**config.mk**
```make
export PLATFORM = sky130hd
export DESIGN_NAME = tx_record_stream_parser
export DESIGN_NICKNAME = d
export VERILOG_FILES = /design/src/rtl/txrsp_pkg.sv /design/src/rtl/tx_record_stream_parser.sv
export SDC_FILE = /design/constraint.sdc
export NUM_CORES = 1
export LEC_CHECK = 0
export BUFFER_PORTS_ARGS = -buffer_cell sky130_fd_sc_hd__buf_2
export CELL_PAD_IN_SITES_DETAIL_PLACEMENT = 0
export CELL_PAD_IN_SITES_GLOBAL_PLACEMENT = 1
export CORE_MARGIN = 2
export CORE_UTILIZATION = 35
export CTS_CLUSTER_DIAMETER = 50
export DETAILED_ROUTE_END_ITERATION = 10
export PLACE_DENSITY_LB_ADDON = 0.1
export REMOVE_ABC_BUFFERS = 1
export SYNTH_ARGS = -nofsm -noshare
export SYNTH_HDL_FRONTEND = slang
export SYNTH_SLANG_ARGS = --single-unit
```
**constraint.sdc**
```tcl
create_clock -name clk -period 11.5 [get_ports clk]
set_input_delay 0.575 -clock clk [delete_from_list [all_inputs] [get_ports clk]]
set_output_delay 0.575 -clock clk [all_outputs]
set_load 0.005 [all_outputs]
```
**src/rtl/txrsp_pkg.sv**
```systemverilog
// ----------------------------------------------------------------------------
// txrsp_pkg
// Shared types and constants for the transaction record stream parser.
// ----------------------------------------------------------------------------
package txrsp_pkg;

  // Default number of hash bytes at the head of a spend record.
  localparam int HASH_BYTES_DEF = 32;

  // Depth of the result queue in front of the output port.
  localparam int RQ_DEPTH = 4;
  localparam int RQ_PTR_W = $clog2(RQ_DEPTH);
  localparam int RQ_CNT_W = $clog2(RQ_DEPTH + 1);

  // CompactSize prefix bytes.
  localparam logic [7:0] CS_PREFIX_2 = 8'hFD;
  localparam logic [7:0] CS_PREFIX_4 = 8'hFE;

  // CompactSize value byte counts.
  localparam logic [3:0] CS_TOTAL_2 = 4'd2;
  localparam logic [3:0] CS_TOTAL_4 = 4'd4;
  localparam logic [3:0] CS_TOTAL_8 = 4'd8;

  // Byte counts of the fixed integer fields.
  localparam logic [3:0] INDEX_BYTES  = 4'd4;
  localparam logic [3:0] SEQ_BYTES    = 4'd4;
  localparam logic [3:0] AMOUNT_BYTES = 4'd8;

  // Configuration register map.
  localparam int          PADDR_W         = 3;
  localparam logic        REG_RECORD_KIND = 1'b0;

  typedef enum logic [1:0] {
    RK_SPEND   = 2'd0,
    RK_OUTPUT  = 2'd1,
    RK_WITNESS = 2'd2
  } record_kind_t;

  typedef enum logic [3:0] {
    FK_HASH_BYTE   = 4'd0,
    FK_INDEX       = 4'd1,
    FK_SCRIPT_LEN  = 4'd2,
    FK_SCRIPT_BYTE = 4'd3,
    FK_SEQUENCE    = 4'd4,
    FK_AMOUNT      = 4'd5,
    FK_ITEM_COUNT  = 4'd6,
    FK_ITEM_LEN    = 4'd7,
    FK_ITEM_BYTE   = 4'd8,
    FK_TRUNCATED   = 4'd9
  } field_kind_t;

  typedef enum logic [11:0] {
    PH_START   = 12'b0000_0000_0001,
    PH_HASH    = 12'b0000_0000_0010,
    PH_INDEX   = 12'b0000_0000_0100,
    PH_SLEN    = 12'b0000_0000_1000,
    PH_SCRIPT  = 12'b0000_0001_0000,
    PH_SEQ     = 12'b0000_0010_0000,
    PH_AMOUNT  = 12'b0000_0100_0000,
    PH_OSLEN   = 12'b0000_1000_0000,
    PH_OSCRIPT = 12'b0001_0000_0000,
    PH_COUNT   = 12'b0010_0000_0000,
    PH_ILEN    = 12'b0100_0000_0000,
    PH_ITEM    = 12'b1000_0000_0000
  } phase_t;

  typedef struct packed {
    logic [7:0] data_byte;
    logic       end_of_buffer;
  } in_word_t;

  typedef struct packed {
    logic [3:0]  field_kind;
    logic [63:0] field_value;
    logic        record_end;
  } out_word_t;

endpackage

```
**src/rtl/tx_record_stream_parser.sv**
```systemverilog
// ----------------------------------------------------------------------------
// tx_record_stream_parser
// Byte-serial parser for back-to-back spend, output or witness records.
// ----------------------------------------------------------------------------
//
//  Channel   Direction  Handshake            Word
//  in        input      in_valid / in_ready  in_word_t: one stream byte + end flag
//  out       output     out_valid/out_ready  out_word_t: one decoded field
//  apb       config     psel/penable/pready  record_kind at byte address 0
//
// Each accepted byte is parsed in the cycle of its acceptance: the parser
// state registers and a small result queue are written at that edge, so one
// byte is taken every cycle and its results are visible in the next cycle.
// A byte yields at most two words (a field and a truncation error); the
// result queue holds four words and in_ready falls when fewer than two
// entries are free, so the input stalls only while the output side stalls
// or after a run of truncation errors. Reset (rst, synchronous) returns the
// parser to a record start, empties the queue and sets record_kind to spend.
//
module tx_record_stream_parser
  import txrsp_pkg::*;
#(
  parameter int HASH_BYTES = HASH_BYTES_DEF
) (
  input  logic               clk,
  input  logic               rst,
  // Byte stream input.
  input  logic               in_valid,
  output logic               in_ready,
  input  in_word_t           in_data,
  // Field results.
  output logic               out_valid,
  input  logic               out_ready,
  output out_word_t          out_data,
  // Configuration port.
  input  logic               psel,
  input  logic               penable,
  input  logic               pwrite,
  input  logic [PADDR_W-1:0] paddr,
  input  logic [31:0]        pwdata,
  output logic [31:0]        prdata,
  output logic               pready
);

  // The byte index must count through the hash and through an eight-byte
  // integer field, whichever is longer.
  localparam int IDX_W = ($clog2(HASH_BYTES + 1) > 4) ? $clog2(HASH_BYTES + 1) : 4;

  // --------------------------------------------------------------------------
  // Configuration register
  // --------------------------------------------------------------------------
  logic [1:0] record_kind;

  assign pready = 1'b1;

  always_ff @(posedge clk) begin
    if (rst) begin
      record_kind <= RK_SPEND;
    end else if (psel && penable && pwrite && (paddr[2] == REG_RECORD_KIND)) begin
      record_kind <= pwdata[1:0];
    end
  end

  always_comb begin
    prdata = '0;
    if (paddr[2] == REG_RECORD_KIND) begin
      prdata = {30'd0, record_kind};
    end
  end

  // --------------------------------------------------------------------------
  // Parser state
  // --------------------------------------------------------------------------
  phase_t            phase, phase_next;
  logic [IDX_W-1:0]  field_byte_index, field_byte_index_next;
  logic [3:0]        field_byte_total, field_byte_total_next;
  logic [63:0]       value_acc, value_acc_next;
  logic [63:0]       bytes_remaining, bytes_remaining_next;
  logic [63:0]       items_remaining, items_remaining_next;

  logic              in_fire;
  logic              out_fire;

  assign in_fire  = in_valid && in_ready;
  assign out_fire = out_valid && out_ready;

  // Shared datapath pieces used by the fixed-width and CompactSize fields.
  logic [7:0]        b;
  logic [IDX_W-1:0]  idx_inc;
  logic [63:0]       acc_ins;
  logic [63:0]       bytes_dec;
  logic [63:0]       items_dec;
  logic              cs_first;
  logic [3:0]        cs_total_sel;
  logic              cs_done;
  logic [63:0]       cs_val;

  assign b         = in_data.data_byte;
  assign idx_inc   = field_byte_index + 1'b1;
  assign acc_ins   = value_acc | ({56'd0, b} << {field_byte_index[2:0], 3'b000});
  assign bytes_dec = bytes_remaining - 64'd1;
  assign items_dec = items_remaining - 64'd1;

  // A CompactSize field is either a single byte below the first prefix, or a
  // prefix followed by two, four or eight little-endian value bytes.
  assign cs_first = (field_byte_total == 4'd0);

  always_comb begin
    if (b == CS_PREFIX_2) begin
      cs_total_sel = CS_TOTAL_2;
    end else if (b == CS_PREFIX_4) begin
      cs_total_sel = CS_TOTAL_4;
    end else begin
      cs_total_sel = CS_TOTAL_8;
    end
  end

  assign cs_done = cs_first ? (b < CS_PREFIX_2) : (idx_inc >= IDX_W'(field_byte_total));
  assign cs_val  = cs_first ? {56'd0, b} : acc_ins;

  // Field result of the current byte, and the truncation error.
  logic        res_valid;
  out_word_t   res_word;
  logic        err;
  out_word_t   err_word;
  logic        do_enter;
  phase_t      enter_phase;
  phase_t      work_phase;

  always_comb begin
    phase_next            = phase;
    field_byte_index_next = field_byte_index;
    field_byte_total_next = field_byte_total;
    value_acc_next        = value_acc;
    bytes_remaining_next  = bytes_remaining;
    items_remaining_next  = items_remaining;
    res_valid             = 1'b0;
    res_word.field_kind   = FK_HASH_BYTE;
    res_word.field_value  = {56'd0, b};
    res_word.record_end   = 1'b0;
    do_enter              = 1'b0;
    enter_phase           = PH_START;

    // At a record start the register picks the first field. The index,
    // total and accumulator are already clear there. An unused kind drops
    // the byte.
    work_phase = phase;
    if (phase == PH_START) begin
      case (record_kind)
        RK_SPEND:   work_phase = PH_HASH;
        RK_OUTPUT:  work_phase = PH_AMOUNT;
        RK_WITNESS: work_phase = PH_COUNT;
        default:    work_phase = PH_START;
      endcase
      phase_next = work_phase;
    end

    // Shared stepping for CompactSize fields that are not yet complete.
    if (((work_phase == PH_SLEN) || (work_phase == PH_OSLEN) ||
         (work_phase == PH_COUNT) || (work_phase == PH_ILEN)) && !cs_done) begin
      if (cs_first) begin
        field_byte_total_next = cs_total_sel;
        field_byte_index_next = '0;
        value_acc_next        = '0;
      end else begin
        field_byte_index_next = idx_inc;
        value_acc_next        = acc_ins;
      end
    end

    case (work_phase)
      PH_START: begin
      end
      PH_HASH: begin
        res_valid             = 1'b1;
        res_word.field_kind   = FK_HASH_BYTE;
        field_byte_index_next = idx_inc;
        if (idx_inc >= IDX_W'(HASH_BYTES)) begin
          do_enter    = 1'b1;
          enter_phase = PH_INDEX;
        end
      end
      PH_INDEX: begin
        field_byte_index_next = idx_inc;
        value_acc_next        = acc_ins;
        if (idx_inc >= IDX_W'(INDEX_BYTES)) begin
          res_valid            = 1'b1;
          res_word.field_kind  = FK_INDEX;
          res_word.field_value = acc_ins;
          do_enter             = 1'b1;
          enter_phase          = PH_SLEN;
        end
      end
      PH_SLEN: begin
        if (cs_done) begin
          res_valid            = 1'b1;
          res_word.field_kind  = FK_SCRIPT_LEN;
          res_word.field_value = cs_val;
          bytes_remaining_next = cs_val;
          do_enter             = 1'b1;
          enter_phase          = (cs_val == 64'd0) ? PH_SEQ : PH_SCRIPT;
        end
      end
      PH_SCRIPT: begin
        res_valid            = 1'b1;
        res_word.field_kind  = FK_SCRIPT_BYTE;
        bytes_remaining_next = bytes_dec;
        if (bytes_dec == 64'd0) begin
          do_enter    = 1'b1;
          enter_phase = PH_SEQ;
        end
      end
      PH_SEQ: begin
        field_byte_index_next = idx_inc;
        value_acc_next        = acc_ins;
        if (idx_inc >= IDX_W'(SEQ_BYTES)) begin
          res_valid            = 1'b1;
          res_word.field_kind  = FK_SEQUENCE;
          res_word.field_value = acc_ins;
          res_word.record_end  = 1'b1;
          do_enter             = 1'b1;
          enter_phase          = PH_START;
        end
      end
      PH_AMOUNT: begin
        field_byte_index_next = idx_inc;
        value_acc_next        = acc_ins;
        if (idx_inc >= IDX_W'(AMOUNT_BYTES)) begin
          res_valid            = 1'b1;
          res_word.field_kind  = FK_AMOUNT;
          res_word.field_value = acc_ins;
          do_enter             = 1'b1;
          enter_phase          = PH_OSLEN;
        end
      end
      PH_OSLEN: begin
        if (cs_done) begin
          res_valid            = 1'b1;
          res_word.field_kind  = FK_SCRIPT_LEN;
          res_word.field_value = cs_val;
          res_word.record_end  = (cs_val == 64'd0);
          bytes_remaining_next = cs_val;
          do_enter             = 1'b1;
          enter_phase          = (cs_val == 64'd0) ? PH_START : PH_OSCRIPT;
        end
      end
      PH_OSCRIPT: begin
        res_valid            = 1'b1;
        res_word.field_kind  = FK_SCRIPT_BYTE;
        res_word.record_end  = (bytes_dec == 64'd0);
        bytes_remaining_next = bytes_dec;
        if (bytes_dec == 64'd0) begin
          do_enter    = 1'b1;
          enter_phase = PH_START;
        end
      end
      PH_COUNT: begin
        if (cs_done) begin
          res_valid            = 1'b1;
          res_word.field_kind  = FK_ITEM_COUNT;
          res_word.field_value = cs_val;
          res_word.record_end  = (cs_val == 64'd0);
          items_remaining_next = cs_val;
          do_enter             = 1'b1;
          enter_phase          = (cs_val == 64'd0) ? PH_START : PH_ILEN;
        end
      end
      PH_ILEN: begin
        if (cs_done) begin
          res_valid            = 1'b1;
          res_word.field_kind  = FK_ITEM_LEN;
          res_word.field_value = cs_val;
          res_word.record_end  = (cs_val == 64'd0) && (items_dec == 64'd0);
          items_remaining_next = items_dec;
          bytes_remaining_next = cs_val;
          do_enter             = 1'b1;
          if (cs_val != 64'd0) begin
            enter_phase = PH_ITEM;
          end else if (items_dec == 64'd0) begin
            enter_phase = PH_START;
          end else begin
            enter_phase = PH_ILEN;
          end
        end
      end
      PH_ITEM: begin
        res_valid            = 1'b1;
        res_word.field_kind  = FK_ITEM_BYTE;
        res_word.record_end  = (bytes_dec == 64'd0) && (items_remaining == 64'd0);
        bytes_remaining_next = bytes_dec;
        if (bytes_dec == 64'd0) begin
          do_enter    = 1'b1;
          enter_phase = (items_remaining == 64'd0) ? PH_START : PH_ILEN;
        end
      end
      default: begin
        do_enter    = 1'b1;
        enter_phase = PH_START;
      end
    endcase

    // Moving to a new field clears the per-field counters.
    if (do_enter) begin
      phase_next            = enter_phase;
      field_byte_index_next = '0;
      field_byte_total_next = 4'd0;
      value_acc_next        = '0;
    end

    // A last byte that leaves the record open reports truncation and
    // restarts the parser from a clean record start.
    err = in_data.end_of_buffer && (phase_next != PH_START);
    if (err) begin
      phase_next            = PH_START;
      field_byte_index_next = '0;
      field_byte_total_next = 4'd0;
      value_acc_next        = '0;
      bytes_remaining_next  = '0;
      items_remaining_next  = '0;
    end
  end

  assign err_word.field_kind  = FK_TRUNCATED;
  assign err_word.field_value = 64'd0;
  assign err_word.record_end  = 1'b1;

  always_ff @(posedge clk) begin
    if (rst) begin
      phase            <= PH_START;
      field_byte_index <= '0;
      field_byte_total <= 4'd0;
      value_acc        <= '0;
      bytes_remaining  <= '0;
      items_remaining  <= '0;
    end else if (in_fire) begin
      phase            <= phase_next;
      field_byte_index <= field_byte_index_next;
      field_byte_total <= field_byte_total_next;
      value_acc        <= value_acc_next;
      bytes_remaining  <= bytes_remaining_next;
      items_remaining  <= items_remaining_next;
    end
  end

  // --------------------------------------------------------------------------
  // Result queue
  // --------------------------------------------------------------------------
  // Up to two words enter per accepted byte: the field word first, then the
  // error word. One word leaves per output handshake.
  out_word_t              rq [RQ_DEPTH];
  logic [RQ_PTR_W-1:0]    wr_ptr, wr_ptr_next;
  logic [RQ_PTR_W-1:0]    rd_ptr;
  logic [RQ_CNT_W-1:0]    count;
  logic [1:0]             push_n;
  out_word_t              slot0;

  assign push_n      = in_fire ? ({1'b0, res_valid} + {1'b0, err}) : 2'd0;
  assign slot0       = res_valid ? res_word : err_word;
  assign wr_ptr_next = wr_ptr + 1'b1;

  assign in_ready  = (count <= RQ_CNT_W'(RQ_DEPTH - 2));
  assign out_valid = (count != '0);
  assign out_data  = rq[rd_ptr];

  always_ff @(posedge clk) begin
    if (push_n != 2'd0) begin
      rq[wr_ptr] <= slot0;
    end
    if (push_n == 2'd2) begin
      rq[wr_ptr_next] <= err_word;
    end
  end

  always_ff @(posedge clk) begin
    if (rst) begin
      wr_ptr <= '0;
      rd_ptr <= '0;
      count  <= '0;
    end else begin
      wr_ptr <= wr_ptr + RQ_PTR_W'(push_n);
      if (out_fire) begin
        rd_ptr <= rd_ptr + 1'b1;
      end
      count <= count + RQ_CNT_W'(push_n) - RQ_CNT_W'(out_fire);
    end
  end

endmodule

```
# [Word level (Yosys, flattened, before mapping)]
# Memories as Yosys holds them, arrays and structs flattened. A register that Yosys moved wholly into a read port is not among the register bits.
# Cells that the tools add are included.
[word_totals] wordCells=162 output_inout_bits=104 input_bits=51 latch_bits=0 ff_bits=223 mem_bits_ro=0 n_memories=1 mem_bits_rw=276
[classes] mul=0 n_reduce_logical=41 shift=1 n_mux=70 n_bitwise=2 add_sub_neg=9 n_lt_le_gt_ge=6 div=0 eq_ne=22
[memory_table] name="rq" words=4 word_bits=69 read_ports=1 rd_ports_with_merged_regs=1 write_ports=2 line="tx_record_stream_parser.sv:350" rtl="out_word_t rq [RQ_DEPTH];"
[ops] cell="2-to-1 mux 64 bit" n=10
[ops] cell="case mux 64 bit (7 select lines)" n=1
[ops] cell="zero test 64 bit" n=4
[ops] cell="case mux 64 bit (2 select lines)" n=2
[ops] cell="2-to-1 mux 68 bit" n=3
[ops] cell="2-to-1 mux 67 bit" n=2
[ops] cell="subtractor 64 x 1 -> 64 bit, second input constant" n=2
[ops] cell="case mux 12 bit (9 select lines)" n=1
[ops] cell="2-to-1 mux 69 bit" n=1
[ops] cell="2-to-1 mux 66 bit" n=1
[ops] cell="2-to-1 mux 65 bit" n=1
[ops] cell="OR 64 bit" n=1
[ops] cell="nonzero test 64 bit" n=1
[ops] cell="<< shifter 8 x 6 -> 64 bit" n=1
[ops] cell="2-to-1 mux 12 bit" n=5
[ops] cell="2-to-1 mux 11 bit" n=5
[ops] cell="2-to-1 mux 6 bit" n=8
[ops] cell="case mux 4 bit (9 select lines)" n=1
[ops] cell="case mux 10 bit (3 select lines)" n=1
[ops] cell="2-to-1 mux 4 bit" n=7
[ops] cell="== test 12 x 1 -> 1 bit, second input constant" n=2
[ops] cell="2-to-1 mux 9 bit" n=2
[ops] cell="== test 8 bit, second input constant" n=2
[ops] cell="nonzero test 3 bit" n=5
[ops] cell="other kinds (48)" n=82

# [Logic depth before layout (Yosys ltp)]
[logic_depth] word_depth=15 depth_mapped=24 ltp_nobuf=22

# [Worst setup path before layout]
# Ideal clock, no wire load.
[synth_path] path_kind="register -> register" from="register items_remaining[20]" to="register count[2]" stages_incl_launch_ff=22 setup_time_ps=128 required_time_ps=11372 arrival_time_ps=5430 path_buffers=1 period_less_slack_ps=5558 slack_ps=5942 cell_sequence="dfxtp_1 > nor4_1 > nand3_1 > nor4_1 > xor2_1 > or4_1 > or3_1 > nor4_1 > a311oi_1 > mux2i_1 > nor2_1 > ha_1 > clkbuf_1 > nand2_1 > ha_1 > inv_1 > ha_1 > inv_1 > fa_1 > xnor2_1 > xnor2_1 > nor2_1"
[synth_via] elab_chain_len=13 word_cells_on_any_way=16 cone_classes="4 x add/sub; 1 x eq/ne; 8 x mux; 3 x reduce/logical"
[synth_rtl] item="start, declared" line="tx_record_stream_parser.sv:79" rtl="logic [63:0] items_remaining, items_remaining_next;"
[synth_rtl] item="start signal, assigned" line="tx_record_stream_parser.sv:341" rtl="items_remaining <= items_remaining_next;"
[synth_rtl] item="subtractor 64 x 1 -> 64 bit" line="tx_record_stream_parser.sv:102" rtl="assign items_dec = items_remaining - 64'd1;"
[synth_rtl] item="zero test 64 bit" line="tx_record_stream_parser.sv:279" rtl="end else if (items_dec == 64'd0) begin"
[synth_rtl] item="2-to-1 mux 11 bit" line="tx_record_stream_parser.sv:279"
[synth_rtl] item="2-to-1 mux 12 bit" line="tx_record_stream_parser.sv:277" rtl="if (cs_val != 64'd0) begin"
[synth_rtl] item="2-to-1 mux 12 bit" line="tx_record_stream_parser.sv:269" rtl="if (cs_done) begin"
[synth_rtl] item="case mux 12 bit (9 select lines) (*)" line="tx_record_stream_parser.sv:171" rtl="case (work_phase)"
[synth_rtl] item="2-to-1 mux 12 bit (*)" line="tx_record_stream_parser.sv:303" rtl="if (do_enter) begin"
[synth_rtl] item="inequality test 12 x 1 -> 1 bit (*)" line="tx_record_stream_parser.sv:312" rtl="err = in_data.end_of_buffer && (phase_next != PH_START);"
[synth_rtl] item="logical AND 1 bit (*)" line="tx_record_stream_parser.sv:312"
[synth_rtl] item="adder 1 x 1 -> 2 bit (*)" line="tx_record_stream_parser.sv:357" rtl="assign push_n = in_fire ? ({1'b0, res_valid} + {1'b0, err}) : 2'd0;"
[synth_rtl] item="2-to-1 mux 2 bit (*)" line="tx_record_stream_parser.sv:357"
[synth_rtl] item="adder 3 x 2 -> 3 bit (*)" line="tx_record_stream_parser.sv:384" rtl="count <= count + RQ_CNT_W'(push_n) - RQ_CNT_W'(out_fire);"
[synth_rtl] item="subtractor 3 x 1 -> 3 bit (*)" line="tx_record_stream_parser.sv:384"
[synth_rtl] item="end signal, assigned" line="tx_record_stream_parser.sv:384"
[synth_rtl] item="end, declared" line="tx_record_stream_parser.sv:353" rtl="logic [RQ_CNT_W-1:0] count;"
# Mark *: on every way between the ends. The rest lies on a longest branch, timed or not.
# A chain may end at the register's enable or synchronous reset.

==> out/metrics.yaml <==
logic_synthesis:
  yosysTopAreaCellShare_pct: 35.3
  async_flop_share_pct: 0
  ys_warn_count: 0
  synthCells: 3723
  synth.distinct_cells: 90
  synth_area_leader_cell: "dfxtp_1"
  synth-edff-count: 0
  synth_area_leaders: "dfxtp_1 (35%), nand2_1 (9.8%), a21oi_1 (7.0%), mux4_2 (5.5%), clkbuf_1 (3.7%)"
  yosys_most_used_dff: "dfxtp_1"
  synthesis.area_mm2: 0.0284
  yosysSeqAreaShare_pct: 35.3
  ys_ff_latch: 500
  synth_area_per_cell_um2: 7.62
global_routing:
  grt.overflow.total: 0
  grt_max_degree: 73
  antenna_found_initial: 7
  grt_pass1_vias: 28400
  grt_pass1_wl_um: 191000
  grt_util_all_layers_pct: 30.6
drt:
  met3WireLength_um: 9860
  drc: 0
  met1Wirelength_um: 56500
  wl_per_cell_um: 27.3
  vias: 29900
  firstDrtPassIters: 7
  highest_layer: "met5"
  route.met2.wl_um: 58200
  wirelength_um: 131000
  drtIter0Drc: 3545
  ant_nets: 0
  avgViaCountPerCell: 6.22
floorplan:
  ios: 155
  initial_utilization_pct: 35.3
  core_mm2: 0.0804
  row_count: 104
  die_width_um: 289
  die-area_mm2: 0.0833
  die_h_um: 289
outcome:
  status: "completed"
setup_path:
  critPathCaptureType: "flip-flop"
  startpoint_type: "flip-flop"
  cpMaxStageDelayCell: "or2_2"
  crit_buf_inv: 2
  path_cells: "nor4_1 -> nand4_1 -> buf_4 -> nor4_1 -> xor2_1 -> or4_1 -> or3_1 -> nor4_1 -> a311oi_1 -> mux2i_1 -> nor2_1 -> ha_1 -> o21ai_1 -> or2_2 -> buf_4 -> nand2_1 -> a21oi_1"
  crit_family: "simple AND/OR/NAND/NOR gates"
  cp.required_ns: 12.06
  crit_path_frequent_cell: "nor4_1"
  crit_type: "reg2reg"
  crit_start: "items_remaining[8]"
  crit_arrival_ns: 8.98
  cp_max_fo: 34
  max_stage_delay_ns: 0.87
  crit-reg2reg-launch: "items_remaining[8]"
power_and_ir_drop:
  switching_share_pct: 34.7
  power_density_mw_per_mm2: 186
  comb_power_share_pct: 22.6
  p_total_uw: 6090
  p_clk_share_pct: 45.7
  p_leak_uw: 0.0122
  intPower_uw: 3980
  switchingPower_uw: 2110
  seqPwrFrac_pct: 31.7
  max-vdd-ir-drop_mv: 0.145
flow_run:
  max-cap-violations: 0
timing:
  maxSlewViolCount: 0
  fmax_mhz: 119
  slew_headroom_pct: 20.7
  holdWs_ns: 0.191
  hold_viol: 0
  rsz0062_at_grt: "no"
  final.setup.tns_ns: 0
  finalSetupViolations: 0
  finalCriticalPeriod_ns: 8.43
  fin_crit_sh_pct: 73.3
  finClkSkew_ns: 0.0308
  worst_pin_slew_ns: 1.19
cts:
  clk_latency_ns: 0.66
  numCtsBuffers: 86
  clock_sinks: 500
  post_cts_resized: 0
  htreeDepth: 3
  cts_setup_buffers: 0
  tritoncts: "yes"
  cts_root_buf: "clkbuf_16"
  postCtsHoldBufs: 0
  clk_pin_slew_worst_paths_ns: 0.06
  clockBufferDepth: 3
final_layout:
  fin_util_pct: 40.7
  layout-drive-gt1-share_pct: 13.0
  fill_cells: 8231
  nNetsFinal: 3740
  syn2layout_area_growth_pct: 15.5
placed_design:
  gp_congestion: 0.944
  numPortBuffers: 91
  dp_hpwl_um: 88300
hold_path:
  hold_start: "pwdata[0]"
  min_path_type: "in2reg"
kinds of logic after synthesis:
family / after synthesis / share of synthesized area, %
DFF: 500 / 35.3
and+or+nand+nor: 1734 / 29.7
other: 2 / 0.0265
AOI/OAI and AO/OA: 954 / 21.2
muxes: 74 / 5.66
buffers and inverters: 385 / 5.62
adders and majority gates: 16 / 0.732
xor gates and xnor gates: 58 / 1.79
power groups by stage:
stage | combinational [µW] | clock [µW] | sequential (µW)
after floorplan | 716 | 0 | 1970
after global placement | 1350 | 0 | 1960
after detailed placement | 1350 | 0 | 1970
after CTS | 1360 | 2820 | 1930
after global routing | 1450 | 2900 | 1950
final | 1380 | 2780 | 1930
area by class of cell:
cell class	count	area, µm²	share of cell area, %
Tap cell	1060	1330	4.05
Antenna cell	1	2.50	0.00764
Clock inverter	58	842	2.57
Sequential cell	500	10000	30.6
Inverter	37	139	0.424
Multi-Input combinational cell	2867	17000	52.0
Timing Repair Buffer	181	1130	3.46
Clock buffer	99	2270	6.94
flip-flops by register name (all words and copies together) (netlist names), named ones only:
register	count
bytes_remaining	64
count	3
field_byte_index	6
field_byte_total	3
items_remaining	64
phase	12
rd_ptr	2
record_kind	2
rq	276
value_acc	64
wr_ptr	2
per-layer routing:
metal | track usage [%] | vias up
met4 | 13.6 | 6
met5 | 0 | -
met3 | 4.95 | 300
met1 | 41.9 | 14700
met2 | 47.3 | 1380
li1 | - | 13500
Yosys cell counts (37+ instances only):
master	instances
a21oi_1	399
a22oi_1	54
clkbuf_1	278
dfxtp_1	500
inv_1	37
mux4_2	69
nand2_1	738
nand2b_1	37
nand3_1	101
nand4_1	87
nor2_1	275
nor3_1	115
nor4_1	102
o21ai_0	143
or3_1	46
cell usage in the layout, fill, tap and decap left out, drive strengths merged, types with 36 or more instances in the layout:
cell type  count
a21oi        399
a22oi         54
buf          181
clkbuf        99
dfxtp        500
inv           50
mux4          69
nand2        738
nand2b        37
nand3        101
nand4         87
nor2         276
nor3         117
nor4         105
o21ai        145
or3           46
or4           36
through the flow:
stage	instances	area (µm²)	setup slack, ns
floorplan	3404	27000	1.67
global placement	4645	29600	3.26
detailed placement	4645	29600	3.19
CTS	4802	32800	3.19
global route	4803	32800	2.57
finish	4803	32800	3.07
worst reg2reg max path: stages (launching register included):
cell	delay (ns)
dfxtp_1	0.40
nor4_1	0.75
nand4_1	0.56
buf_4	0.35
nor4_1	0.78
xor2_1	0.18
or4_1	0.57
or3_1	0.39
nor4_1	0.56
a311oi_1	0.25
mux2i_1	0.31
nor2_1	0.23
ha_1	0.49
o21ai_1	0.74
or2_2	0.87
buf_4	0.59
nand2_1	0.16
a21oi_1	0.16
final timing paths:
path	slack (ns)	depth (start not counted)	to
worst max-delay path	3.07	17	rq[2][39]
worst min-delay path	0.19	3	record_kind[0]
worst max register to register	3.07	17	rq[2][39]
worst min register to register	0.45	2	rq[3][50]
(Power assumes the default switching activity.)
